<file path="config.mk">
export PLATFORM = sky130hd
export DESIGN_NAME = ec_scalar_multiply
export DESIGN_NICKNAME = d
export VERILOG_FILES = /design/src/rtl/ecsm_pkg.sv /design/src/rtl/ecsm_modmul.sv /design/src/rtl/ec_scalar_multiply.sv
export VERILOG_INCLUDE_DIRS = /design/src /design/src/rtl
export SDC_FILE = /design/constraint.sdc
export NUM_CORES = 2
export LEC_CHECK = 0
export BUFFER_PORTS_ARGS = -buffer_cell sky130_fd_sc_hd__buf_2
export CORE_UTILIZATION = 50
export DETAILED_ROUTE_END_ITERATION = 7
export PLACE_DENSITY = 0.7
export SETUP_SLACK_MARGIN = 0.2
export SYNTH_ARGS = -nofsm -noshare
export SYNTH_HDL_FRONTEND = slang
export SYNTH_HIERARCHICAL = 1
export SYNTH_SLANG_ARGS = --single-unit
</file>
<file path="constraint.sdc">
create_clock -name clk -period 11.6 [get_ports clk]
set_clock_uncertainty 0.05 [all_clocks]
set_input_delay 1.16 -clock clk [delete_from_list [all_inputs] [get_ports clk]]
set_output_delay 1.16 -clock clk [all_outputs]
set_load 0.005 [all_outputs]
</file>
<file path="src/rtl/assert_macros.svh">
// Assertion macros for the RTL; compiled out under SYNTHESIS.
`ifndef ASSERT_MACROS_SVH
`define ASSERT_MACROS_SVH
`ifndef SYNTHESIS
`define ASSERT_IMPLIES(label, clk, rst, a, b) \
  label: assert property (@(posedge clk) disable iff (rst) (a) |-> (b)) else $error("assert");
`define ASSERT_NEXT(label, clk, rst, a, b) \
  label: assert property (@(posedge clk) disable iff (rst) (a) |=> (b)) else $error("assert");
`else
`define ASSERT_IMPLIES(label, clk, rst, a, b)
`define ASSERT_NEXT(label, clk, rst, a, b)
`endif
`endif

</file>
<file path="src/rtl/ecsm_pkg.sv">
package ecsm_pkg;
  localparam int FieldBits = 32;
  localparam int ScalarBits = 32;
  localparam int InBits = 32;
  localparam logic [31:0] PrimeReset = 32'd132661;
  localparam logic [31:0] CurveAReset = 32'd62;

  typedef enum logic {
    REG_PRIME = 1'b0,
    REG_CURVE_A = 1'b1
  } reg_idx_t;

  typedef enum logic [1:0] {
    MOP_MUL = 2'd0,
    MOP_RED = 2'd1
  } mop_t;

  typedef enum logic [4:0] {
    S_IDLE, S_REDX, S_REDY, S_REDA, S_BIT, S_CHK, S_SQ, S_ND, S_NA,
    S_INVSQ, S_INVMUL, S_LAM, S_LL, S_RY, S_UPD, S_NEXT, S_NEG, S_OUT
  } state_t;
endpackage

</file>
<file path="src/rtl/ecsm_modmul.sv">
// Bit-serial modular multiply (one multiplier bit per cycle), also reduces a
// raw value modulo p by multiplying it by one with the raw word fed MSB first.
module ecsm_modmul #(
  parameter int FIELD_BITS = ecsm_pkg::FieldBits
) (
  input  logic                  clk,
  input  logic                  rst,
  input  logic                  start,
  input  ecsm_pkg::mop_t        op,
  input  logic [FIELD_BITS-1:0] u,
  input  logic [FIELD_BITS-1:0] v,
  input  logic [FIELD_BITS-1:0] p,
  output logic                  done,
  output logic [FIELD_BITS-1:0] r
);
  import ecsm_pkg::*;
  localparam int CW = $clog2(FIELD_BITS + 1);

  logic [FIELD_BITS-1:0] acc, uu, vv;
  logic [CW-1:0] cnt;
  logic busy, red;
  logic [FIELD_BITS:0] dbl, dbl_s, sum, sum_s;
  logic [FIELD_BITS-1:0] step1, addend;

  // For reduction: acc = 2*acc + bit, each kept below p.
  always_comb begin
    dbl = {acc, 1'b0} + {{FIELD_BITS{1'b0}}, red & vv[FIELD_BITS-1]};
    dbl_s = dbl - {1'b0, p};
    step1 = dbl_s[FIELD_BITS] ? dbl[FIELD_BITS-1:0] : dbl_s[FIELD_BITS-1:0];
    addend = (!red && vv[FIELD_BITS-1]) ? uu : '0;
    sum = {1'b0, step1} + {1'b0, addend};
    sum_s = sum - {1'b0, p};
    done = busy && (cnt == '0);
  end

  always_ff @(posedge clk) begin
    if (rst) begin
      busy <= 1'b0;
      cnt <= '0;
    end else if (start) begin
      busy <= 1'b1;
      cnt <= CW'(FIELD_BITS);
    end else if (busy) begin
      if (cnt == '0) busy <= 1'b0;
      else cnt <= cnt - 1'b1;
    end
  end

  always_ff @(posedge clk) begin
    if (start) begin
      acc <= '0;
      uu <= u;
      vv <= v;
      red <= (op == MOP_RED);
    end else if (busy && cnt != '0) begin
      acc <= sum_s[FIELD_BITS] ? sum[FIELD_BITS-1:0] : sum_s[FIELD_BITS-1:0];
      vv <= {vv[FIELD_BITS-2:0], 1'b0};
    end
  end
  assign r = acc;

  `include "assert_macros.svh"
  `ASSERT_NEXT(a_mm_load, clk, rst, start, busy && cnt == CW'(FIELD_BITS))
  `ASSERT_IMPLIES(a_mm_below, clk, rst, busy && p != '0 && cnt != CW'(FIELD_BITS), acc < p)
  `ASSERT_NEXT(a_mm_end, clk, rst, done && !start, !busy)
endmodule

</file>
<file path="src/rtl/ec_scalar_multiply.sv">
// Run time depends on the data: a full point operation is an inverse by FIELD_BITS
// square/multiply pairs plus up to four multiplies, and each scalar bit takes up to
// two point operations. One word in flight at a time: a new word is taken once the
// result left.
// Reset: rst synchronous, active high; registers return to p=132661, a=62.
module ec_scalar_multiply #(
  parameter int FIELD_BITS = ecsm_pkg::FieldBits,
  parameter int SCALAR_BITS = ecsm_pkg::ScalarBits
) (
  input  logic        clk,
  input  logic        rst,
  input  logic        s_tvalid,
  output logic        s_tready,
  // tdata: point_x[31:0], point_y[63:32], scalar[96:64], zero pad [103:97]
  input  logic [103:0] s_tdata,
  // tuser: point_is_infinity
  input  logic        s_tuser,
  output logic        m_tvalid,
  input  logic        m_tready,
  // tdata: result_x[31:0], result_y[63:32]
  output logic [63:0] m_tdata,
  // tuser: result_is_infinity
  output logic        m_tuser,
  input  logic        cfg_we,
  input  logic        cfg_index,
  input  logic [31:0] cfg_data
);
  import ecsm_pkg::*;
  localparam int FB = FIELD_BITS;
  localparam int SB = SCALAR_BITS;
  localparam int SW = $clog2(SB + 1);
  localparam int EW = $clog2(FB + 1);

  logic [FB-1:0] prime, ca;
  state_t state, state_next;

  // Working registers.
  logic [InBits-1:0] ex, ey;
  logic [FB-1:0] bx, by, ix, qx, qy, ta, ty, lam, num, den, inv, ee;
  logic binf, qinf, neg, isadd, usedbl, addbit;
  logic [SB-1:0] mag;
  logic [SW-1:0] bi;
  logic [EW-1:0] ei;
  logic [FB-1:0] p_eff;

  // Multiplier port.
  logic mm_start, mm_done;
  mop_t mm_op;
  logic [FB-1:0] mm_u, mm_v, mm_r;
  logic started;

  ecsm_modmul #(.FIELD_BITS(FB)) u_mul (
    .clk, .rst, .start(mm_start), .op(mm_op), .u(mm_u), .v(mm_v),
    .p(p_eff), .done(mm_done), .r(mm_r)
  );

  // A zero modulus acts as modulus one: every coordinate collapses to zero.
  assign p_eff = (prime == '0) ? FB'(1) : prime;

  function automatic logic [FB-1:0] fadd(input logic [FB-1:0] x, y, m);
    logic [FB:0] s;
    s = {1'b0, x} + {1'b0, y};
    return (s >= {1'b0, m}) ? FB'(s - {1'b0, m}) : s[FB-1:0];
  endfunction
  function automatic logic [FB-1:0] fsub(input logic [FB-1:0] x, y, m);
    return (x >= y) ? x - y : x - y + m;
  endfunction

  // Config writes.
  always_ff @(posedge clk) begin
    if (rst) begin
      prime <= FB'(PrimeReset);
      ca <= FB'(CurveAReset);
    end else if (cfg_we) begin
      unique case (reg_idx_t'(cfg_index))
        REG_PRIME: prime <= FB'(cfg_data);
        REG_CURVE_A: ca <= FB'(cfg_data);
        default: ;
      endcase
    end
  end

  assign s_tready = (state == S_IDLE);
  assign m_tvalid = (state == S_OUT);
  assign m_tdata = {32'(qy), 32'(qx)};
  assign m_tuser = qinf;

  // Sequencer: mm_start fires once per multiplier-using state, on entry (S_INVMUL
  // only on a set exponent bit); the state advances when the multiplier reports done.
  always_comb begin
    state_next = state;
    mm_start = 1'b0;
    mm_op = MOP_MUL;
    mm_u = '0;
    mm_v = '0;
    unique case (state)
      S_IDLE: if (s_tvalid) state_next = S_REDX;
      S_REDX: begin
        mm_op = MOP_RED; mm_v = FB'(ex); mm_start = !started;
        if (mm_done) state_next = S_REDY;
      end
      S_REDY: begin
        mm_op = MOP_RED; mm_v = FB'(ey); mm_start = !started;
        if (mm_done) state_next = S_REDA;
      end
      S_REDA: begin
        mm_op = MOP_RED; mm_v = ca; mm_start = !started;
        if (mm_done) state_next = S_BIT;
      end
      S_BIT: state_next = (bi == '0) ? S_NEG : S_CHK;
      S_CHK: begin
        // Pick the trivial outcomes off before any field arithmetic.
        if (isadd) begin
          if (binf || qinf) state_next = S_NEXT;
          else if (qx != bx) state_next = S_ND;
          else if (qy == by && qy != '0) state_next = S_SQ;
          else state_next = S_NEXT;
        end else begin
          if (qinf || qy == '0) state_next = S_NEXT;
          else state_next = S_SQ;
        end
      end
      S_SQ: begin
        mm_u = qx; mm_v = qx; mm_start = !started;
        if (mm_done) state_next = S_ND;
      end
      S_ND: state_next = S_NA;
      S_NA: state_next = S_INVSQ;
      S_INVSQ: begin
        mm_u = inv; mm_v = inv; mm_start = !started;
        if (mm_done) state_next = S_INVMUL;
      end
      S_INVMUL: begin
        mm_u = inv; mm_v = den; mm_start = !started && ee[FB-1];
        if (!ee[FB-1] || mm_done) state_next = (ei == EW'(1)) ? S_LAM : S_INVSQ;
      end
      S_LAM: begin
        mm_u = num; mm_v = inv; mm_start = !started;
        if (mm_done) state_next = S_LL;
      end
      S_LL: begin
        mm_u = lam; mm_v = lam; mm_start = !started;
        if (mm_done) state_next = S_RY;
      end
      S_RY: begin
        mm_u = lam; mm_v = fsub(qx, ta, p_eff); mm_start = !started;
        if (mm_done) state_next = S_UPD;
      end
      S_UPD: state_next = S_NEXT;
      S_NEXT: state_next = (!isadd && addbit) ? S_CHK : S_BIT;
      S_NEG: state_next = S_OUT;
      S_OUT: if (m_tready) state_next = S_IDLE;
      default: state_next = S_IDLE;
    endcase
  end

  always_ff @(posedge clk) begin
    if (rst) begin
      state <= S_IDLE;
      started <= 1'b0;
    end else begin
      state <= state_next;
      started <= mm_done ? 1'b0 : (started || mm_start);
    end
  end

  // Datapath.
  always_ff @(posedge clk) begin
    unique case (state)
      S_IDLE: if (s_tvalid) begin
        ex <= s_tdata[31:0];
        ey <= s_tdata[63:32];
        binf <= s_tuser;
        neg <= s_tdata[96];
        mag <= SB'(s_tdata[96] ? (33'd0 - s_tdata[96:64]) : s_tdata[96:64]);
        bi <= SW'(SB);
        qinf <= 1'b1; qx <= '0; qy <= '0;
      end
      S_REDX: if (mm_done) bx <= mm_r;
      S_REDY: if (mm_done) by <= mm_r;
      S_REDA: if (mm_done) ix <= mm_r;
      S_BIT: if (bi != '0) begin
        // Advance to the next scalar bit, MSB first; double comes before add.
        bi <= bi - 1'b1;
        addbit <= mag[SB-1];
        mag <= {mag[SB-2:0], 1'b0};
        isadd <= 1'b0;
      end
      S_CHK: begin
        if (isadd) begin
          if (!binf) begin
            if (qinf) begin
              qx <= bx; qy <= by; qinf <= 1'b0;
            end else if (qx != bx) begin
              usedbl <= 1'b0;
            end else if (qy == by && qy != '0) begin
              usedbl <= 1'b1;
            end else begin
              // P + (-P): drop to infinity
              qinf <= 1'b1; qx <= '0; qy <= '0;
            end
          end
        end else if (!qinf) begin
          if (qy == '0) begin
            qinf <= 1'b1; qx <= '0;
          end else begin
            usedbl <= 1'b1;
          end
        end
      end
      S_SQ: if (mm_done) ta <= mm_r;
      S_ND: begin
        num <= usedbl ? fadd(fadd(ta, ta, p_eff), ta, p_eff) : fsub(by, qy, p_eff);
        den <= usedbl ? fadd(qy, qy, p_eff) : fsub(bx, qx, p_eff);
      end
      S_NA: begin
        if (usedbl) num <= fadd(num, ix, p_eff);
        // Inverse of zero is zero: start the power chain from zero then.
        inv <= (den == '0) ? '0 : FB'(1);
        ee <= p_eff - FB'(2);
        ei <= EW'(FB);
      end
      S_INVSQ: if (mm_done) inv <= mm_r;
      S_INVMUL: if (!ee[FB-1] || mm_done) begin
        if (ee[FB-1]) inv <= mm_r;
        ee <= {ee[FB-2:0], 1'b0};
        ei <= ei - 1'b1;
      end
      S_LAM: if (mm_done) lam <= mm_r;
      S_LL: if (mm_done) ta <= fsub(fsub(mm_r, qx, p_eff), usedbl ? qx : bx, p_eff);
      S_RY: if (mm_done) ty <= mm_r;
      S_UPD: begin
        qx <= ta;
        qy <= fsub(ty, qy, p_eff);
      end
      S_NEXT: if (!isadd && addbit) isadd <= 1'b1;
      S_NEG: if (qinf) begin
        qx <= '0; qy <= '0;
      end else if (neg) qy <= fsub('0, qy, p_eff);
      default: ;
    endcase
  end

  `include "assert_macros.svh"
  `ASSERT_NEXT(a_accept_busy, clk, rst, s_tvalid && s_tready, !s_tready)
  `ASSERT_NEXT(a_out_hold, clk, rst, m_tvalid && !m_tready, m_tvalid && $stable(m_tdata) && $stable(m_tuser))
  `ASSERT_IMPLIES(a_inf_zero, clk, rst, m_tvalid && m_tuser, m_tdata == '0)
  `ASSERT_IMPLIES(a_one_side, clk, rst, s_tready, !m_tvalid)
endmodule

</file>
* Word-level counts from Yosys, hierarchy flattened
Index checks and enable logic that the tools add are counted.
** Word-level totals
- Latch bits :: 0
- Output and inout port bits :: 67
- Memories kept :: 0
- Memory bits (read-only) :: 0
- RAM bits :: 0
- Bits in registers :: 672
** Operators by class
- Bitwise operators :: 4
- Multiplexer cells :: 105
- Multiply operators :: 0
- Shift operators :: 0
- Equal/unequal tests :: 51
- Div/mod/pow operators :: 0
- Add/subtract/negate cells :: 31
- Reduce and logical (&&, ||, !) cells :: 62
- $lt $le $gt $ge :: 11
** Operator list (number)
- 32-bit 2-to-1 mux :: 43
- 32-bit one-hot mux with 4 select lines :: 3
- 32-bit subtractor :: 10
- 32-bit one-hot mux with 2 select lines :: 4
- 32-bit one-hot mux with 8 select lines :: 1
- 32-bit adder :: 7
- 32-bit greater-or-equal comparator :: 6
- 32-bit by 32-bit adder with 33-bit output :: 5
- 33-bit by 32-bit greater-or-equal comparator with 1-bit output :: 4
- 32-bit logical NOT :: 3
- 32-bit one-hot mux with 3 select lines :: 1
- 5-bit one-hot mux with 18 select lines :: 1
- 33-bit by 32-bit subtractor with 33-bit output :: 2
- 5-bit 2-to-1 mux :: 13
- 1-bit by 32-bit subtractor with 32-bit output, first input constant :: 2
- 5-bit by 4-bit == test with 1-bit output, second input constant :: 8
- 2-bit inequality test, second input constant :: 20
- 6-bit 2-to-1 mux :: 6
- 33-bit by 1-bit adder with 33-bit output :: 1
- 32-bit == test :: 1
- 1-bit by 32-bit greater-or-equal comparator with 1-bit output, first input constant :: 1
- 32-bit inequality test :: 1
- 32-bit nonzero test :: 1
- 32-bit by 2-bit subtractor with 32-bit output, second input constant :: 1
- other kinds (37) :: 119

* Depth between registers and ports, before layout
- Depth after elaboration :: 9
- Depth in mapped cells :: 42
- Gate-level depth less buffers :: 42

* Modules after synthesis
Netlist, hierarchy kept.
** By module, submodules not included
- ec_scalar_multiply :: cells an instance 6806, sequential area each 16355.7 sq um, area each 57627.8 sq um, instances 1
- ecsm_modmul :: cells an instance 1096, sequential area each 2732.6 sq um, area each 9754.4 sq um, instances 1

* Least setup slack after synthesis
OpenSTA, ideal clock, no wires.
- Path kind :: register to register
- From :: register prime[3]
- To :: register u_mul.acc[5] (netlist: u_mul/r[5])
- Cell stages (with the launch flop) :: 39
- Data arrival time :: 9348 ps
- Slack :: 2111 ps
- Data required time :: 11459 ps
- Setup time :: 91 ps
- Cells stage by stage :: dfxtp_1 > or4_4 > nor4_4 > a41oi_4 > inv_1 > ha_1 > inv_1 > fa_1 > a21o_1 > a21oi_4 > o211ai_2 > a32o_2 > o31a_4 > a31o_4 > a211oi_4 > o21ai_2 > xor2_2 > buf_6 > [3 not listed] > a21o_1 > o21bai_1 > a21oi_1 > nor2_1 > or4b_2 > a31o_2 > a21oi_1 > xnor2_1 > ha_1 > inv_1 > o21ai_0 > a31o_2 > a2111oi_2 > a21oi_2 > xor2_4 > inv_2 > or3_1 > a311oi_1
** On the way
- Longest elaborated chain between the ends :: 7
** Ends and longest elaborated chain
- from (decl) :: line ec_scalar_multiply.sv:34 : logic [FB-1:0] prime, ca;
- from (signal assigned) :: line ec_scalar_multiply.sv:72 : prime <= FB'(PrimeReset);
- from (signal assigned) :: line ec_scalar_multiply.sv:76 : REG_PRIME: prime <= FB'(cfg_data);
- 32-bit logical NOT (*) :: line ec_scalar_multiply.sv:58 : assign p_eff = (prime == '0) ? FB'(1) : prime;
- 32-bit 2-to-1 mux (*) :: line ec_scalar_multiply.sv:58
- via p_eff[0] :: line ec_scalar_multiply.sv:44 : logic [FB-1:0] p_eff;
- 33-bit by 32-bit subtractor with 33-bit output :: line ecsm_modmul.sv:28 : dbl_s = dbl - {1'b0, p};
- 32-bit 2-to-1 mux :: line ecsm_modmul.sv:29 : step1 = dbl_s[FIELD_BITS] ? dbl[FIELD_BITS-1:0] : dbl_s[FIELD_BITS-1:0];
- 32-bit by 32-bit adder with 33-bit output :: line ecsm_modmul.sv:31 : sum = {1'b0, step1} + {1'b0, addend};
- 33-bit by 32-bit subtractor with 33-bit output :: line ecsm_modmul.sv:32 : sum_s = sum - {1'b0, p};
- 32-bit 2-to-1 mux (*) :: line ecsm_modmul.sv:56 : acc <= sum_s[FIELD_BITS] ? sum[FIELD_BITS-1:0] : sum_s[FIELD_BITS-1:0];
- to (signal assigned) :: line ecsm_modmul.sv:56
- to (decl) :: line ecsm_modmul.sv:19 : logic [FIELD_BITS-1:0] acc, uu, vv;
The timed path passes the listed nets; every way through them passes the cells marked *.
A chain may end at the register's enable or synchronous reset.

* Final worst setup path
- From :: register prime[1]
- To :: register num[20], data pin
** On the way
- Longest elaborated chain between the ends :: 9
** Ends and longest elaborated chain
- 32-bit logical NOT :: line ec_scalar_multiply.sv:58
- 32-bit 2-to-1 mux (*) :: line ec_scalar_multiply.sv:58
- 32-bit subtractor or 33-bit by 32-bit greater-or-equal comparator with 1-bit output (tied branches) :: line ec_scalar_multiply.sv:63 : return (s >= {1'b0, m}) ? FB'(s - {1'b0, m}) : s[FB-1:0];
- 32-bit 2-to-1 mux :: line ec_scalar_multiply.sv:63
- 32-bit by 32-bit adder with 33-bit output :: line ec_scalar_multiply.sv:62 : s = {1'b0, x} + {1'b0, y};
- 32-bit subtractor or 33-bit by 32-bit greater-or-equal comparator with 1-bit output (tied branches) :: line ec_scalar_multiply.sv:63
- 32-bit 2-to-1 mux :: line ec_scalar_multiply.sv:63
- 32-bit 2-to-1 mux :: line ec_scalar_multiply.sv:213 : num <= usedbl ? fadd(fadd(ta, ta, p_eff), ta, p_eff) : fsub(by, qy, p_eff);
- 32-bit one-hot mux with 2 select lines (*) :: line ec_scalar_multiply.sv:169 : unique case (state)
- to (signal assigned) :: line ec_scalar_multiply.sv:213
- to (signal assigned) :: line ec_scalar_multiply.sv:217 : if (usedbl) num <= fadd(num, ix, p_eff);
- to (decl) :: line ec_scalar_multiply.sv:39 : logic [FB-1:0] bx, by, ix, qx, qy, ta, ty, lam, num, den, inv, ee;
Mark *: on every way between the ends. The rest lies on a longest branch, timed or not. The select of a mux whose other input is x is not followed.

==> impl_metrics.toml <==
[outcome]
run_status = "finished, violations left"
violations = "design-rule violations"

[floorplanning]
die_area_um2 = 136000
pin_count = 210
initial_utilization_pct = 50.4
die-height_um = 369
core_area_um2 = 134000
std_cell_rows = 134
die_width_um = 369

[placed_design]
placement.io_buffers = 202
place.gp.congestion = 1.09
dp_cells = 9759
place_hpwl_mm = 250

[clocking]
quantity_of_hold_fixing_buffers_added_after_cts = 0
clock_sink_count = 672
clock_pin_slew_on_the_worst_setup_and_hold_paths_ps = 60
clk_root_buffer_cell = "clkbuf_16"
htree_levels = 3
max-clock-path-buffers = 3
cts-buffers-inserted = 84
clock_latency_at_the_later_pin_of_the_worst_skew_pair_ps = 760
cts_tree = "built"

[global_routing]
initial_antenna_violation_count = 46
grt-ovfl-total = 0
number_of_global_route_vias_before_repair = 61500
grt_first_pass_wirelength_mm = 436
largest_net_degree_at_the_start_of_global_routing = 78
grt_util_all_layers_pct = 44.5

[synthesis]
area_share_of_the_largest_cell_type_after_synthesis_pct = 25.1
netlist.top_cell.by_area = "edfxtp_1"
postSynthCellCount = 7902
netlist-cell-type-count = 106
sequential_share_of_the_synthesized_area_pct = 28.3
synth_area_um2 = 67400
synth_seq_cells = 672
synth_enable_flop_cells = 563
post_synth_most_frequent_cells = "a21oi_1, nand2_1, ha_1, nor2_1, edfxtp_1"
yosysWarningCount = 6
syn_nets = 8772
syn-mean-instance-area_um2 = 8.53
ys_top_cells_by_area = "edfxtp_1, ha_1, a21oi_1"
synth-main-ff-cell = "edfxtp_1"
synth_most_common_cell = "a21oi_1"
postSynth.asyncResetShare_pct = 0

[detailed_routing]
detail-route-antenna-nets = 0
dr_total_vias = 66500
detail_route.wirelength_mm = 312
wire_per_inst_um = 31.4
routed_via_density = 6.69
firstDrtPassIters = 8
drt-initial-drc-count = 8527
drc = 12

[cells_and_area]
num-fill-cells = 12500
final_layout_size_suffix_gt1_share_pct = 8.90
sequential_cell_area_um2 = 19100
finish.net_count = 8947
area_of_combinational_cells_with_multiple_inputs_um2 = 46000
finalNonFillerCells = 9945
flow.area_growth_from_synthesis_pct = 9.93

[timing]
total_negative_setup_slack_ps = 0
timing.final.hold_violations = 0
worst_slew_margin_rel_pct = 8.09
setup_repair_after_global_routing_missed_its_margin = "no"
post-route-period-util_pct = 93.2
fmax_mhz = 92.5
number_of_pins_with_negative_max_slew_slack_in_the_final_report = 0
setup_viol = 0
tightestPinTransition_ps = 1370
finalWorstPathRequiredPeriod_ps = 10810

[worst_setup_path]
crit_fanout = 21
end_kind = "register"
cp_slowest_cell = "o31ai_1"
critical_path_required_ps = 12010
setup_cp_type = "register to register"
timing.critical_path.arrival_ps = 11220
timing.critical_path.slowest_cell_delay_ps = 700
startpoint_type_of_the_worst_setup_path = "register"
cpMostUsedCell = "buf_4"

[job]
number_of_maximum_capacitance_violations = 0

[hold_path]
min-delay-path-class = "register to register"
worst max-delay path: cells and delay by family, from the launching register on:
kind	cells	cell delay, ps
buf+inv	5	1260
fa+ha+maj	2	840
flops	1	300
compound gates	15	4430
xor+xnor	1	220
mux	1	160
simple gates	12	3270
cell families after synthesis:
group | synth area share (%)
compound gates | 25.8
xor+xnor | 8.89
fa+ha+maj | 13.7
buf+inv | 3.75
flops | 28.3
mux | 3.31
other cells | 0.00557
simple gates | 16.2
final timing paths:
path         startpoint       to  slack (ps)  cells past startpoint
min reg2reg     mag[31]   addbit         410                      0
max reg2reg    prime[1]  num[20]         790                     36
max            prime[1]  num[20]         790                     36
min             mag[31]   addbit         410                      0
layout make-up:
type | count | share of cell area (%)
well taps | 1768 | 2.99
clock inverters | 51 | 0.762
flip-flops and latches | 672 | 25.8
inverters | 365 | 1.85
multi-input cells | 6571 | 62.1
diodes | 28 | 0.0946
repair buffers | 383 | 3.22
clock buffers | 107 | 3.22
metrics by stage:
stage               setup slack [ps]  cell area (µm²)  utilization, %  hold WS (ps)
global placement                1020            71100            53.2           352
detailed placement               988            71100            53.2           392
global route                     392            74000            55.4           411
finish                           788            74100            55.4           412
floorplan                       2110            67400               -           350
CTS                              963            74000            55.4           409
timing repair:
action,CTS,global route
gates resized for setup,0,1
endpoints found under the hold margin,0,0
setup buffers,0,0
endpoints found under the setup margin,0,1
per-layer routing:
metal,GRT usage (%),vias up,wire (µm)
met5,0,-,82
met4,33.1,14,27600
met3,11.3,865,35600
met2,66.9,3779,132000
met1,54.9,31900,117000
li1,-,30000,-
cell usage in the layout, fill, tap and decap left out, types with 67 or more instances in the layout:
cell type	instances
nor2b_1	83
nand3_1	138
buf_2	202
a31oi_1	93
inv_1	360
buf_4	180
xnor2_1	417
and2_1	104
o21a_1	111
nand2b_1	87
a22oi_1	67
a211oi_1	122
dfxtp_1	109
nor2_1	601
ha_1	705
edfxtp_1	563
a21oi_1	750
clkbuf_16	91
o21ai_0	537
o21bai_1	94
nor3_1	151
and3_1	71
a21o_1	341
mux2i_1	124
nand4_1	78
xor2_1	259
nand2_1	715
Power is not shown: default switching activity piles up to over one toggle a cycle in this logic, so the estimate is an artifact.
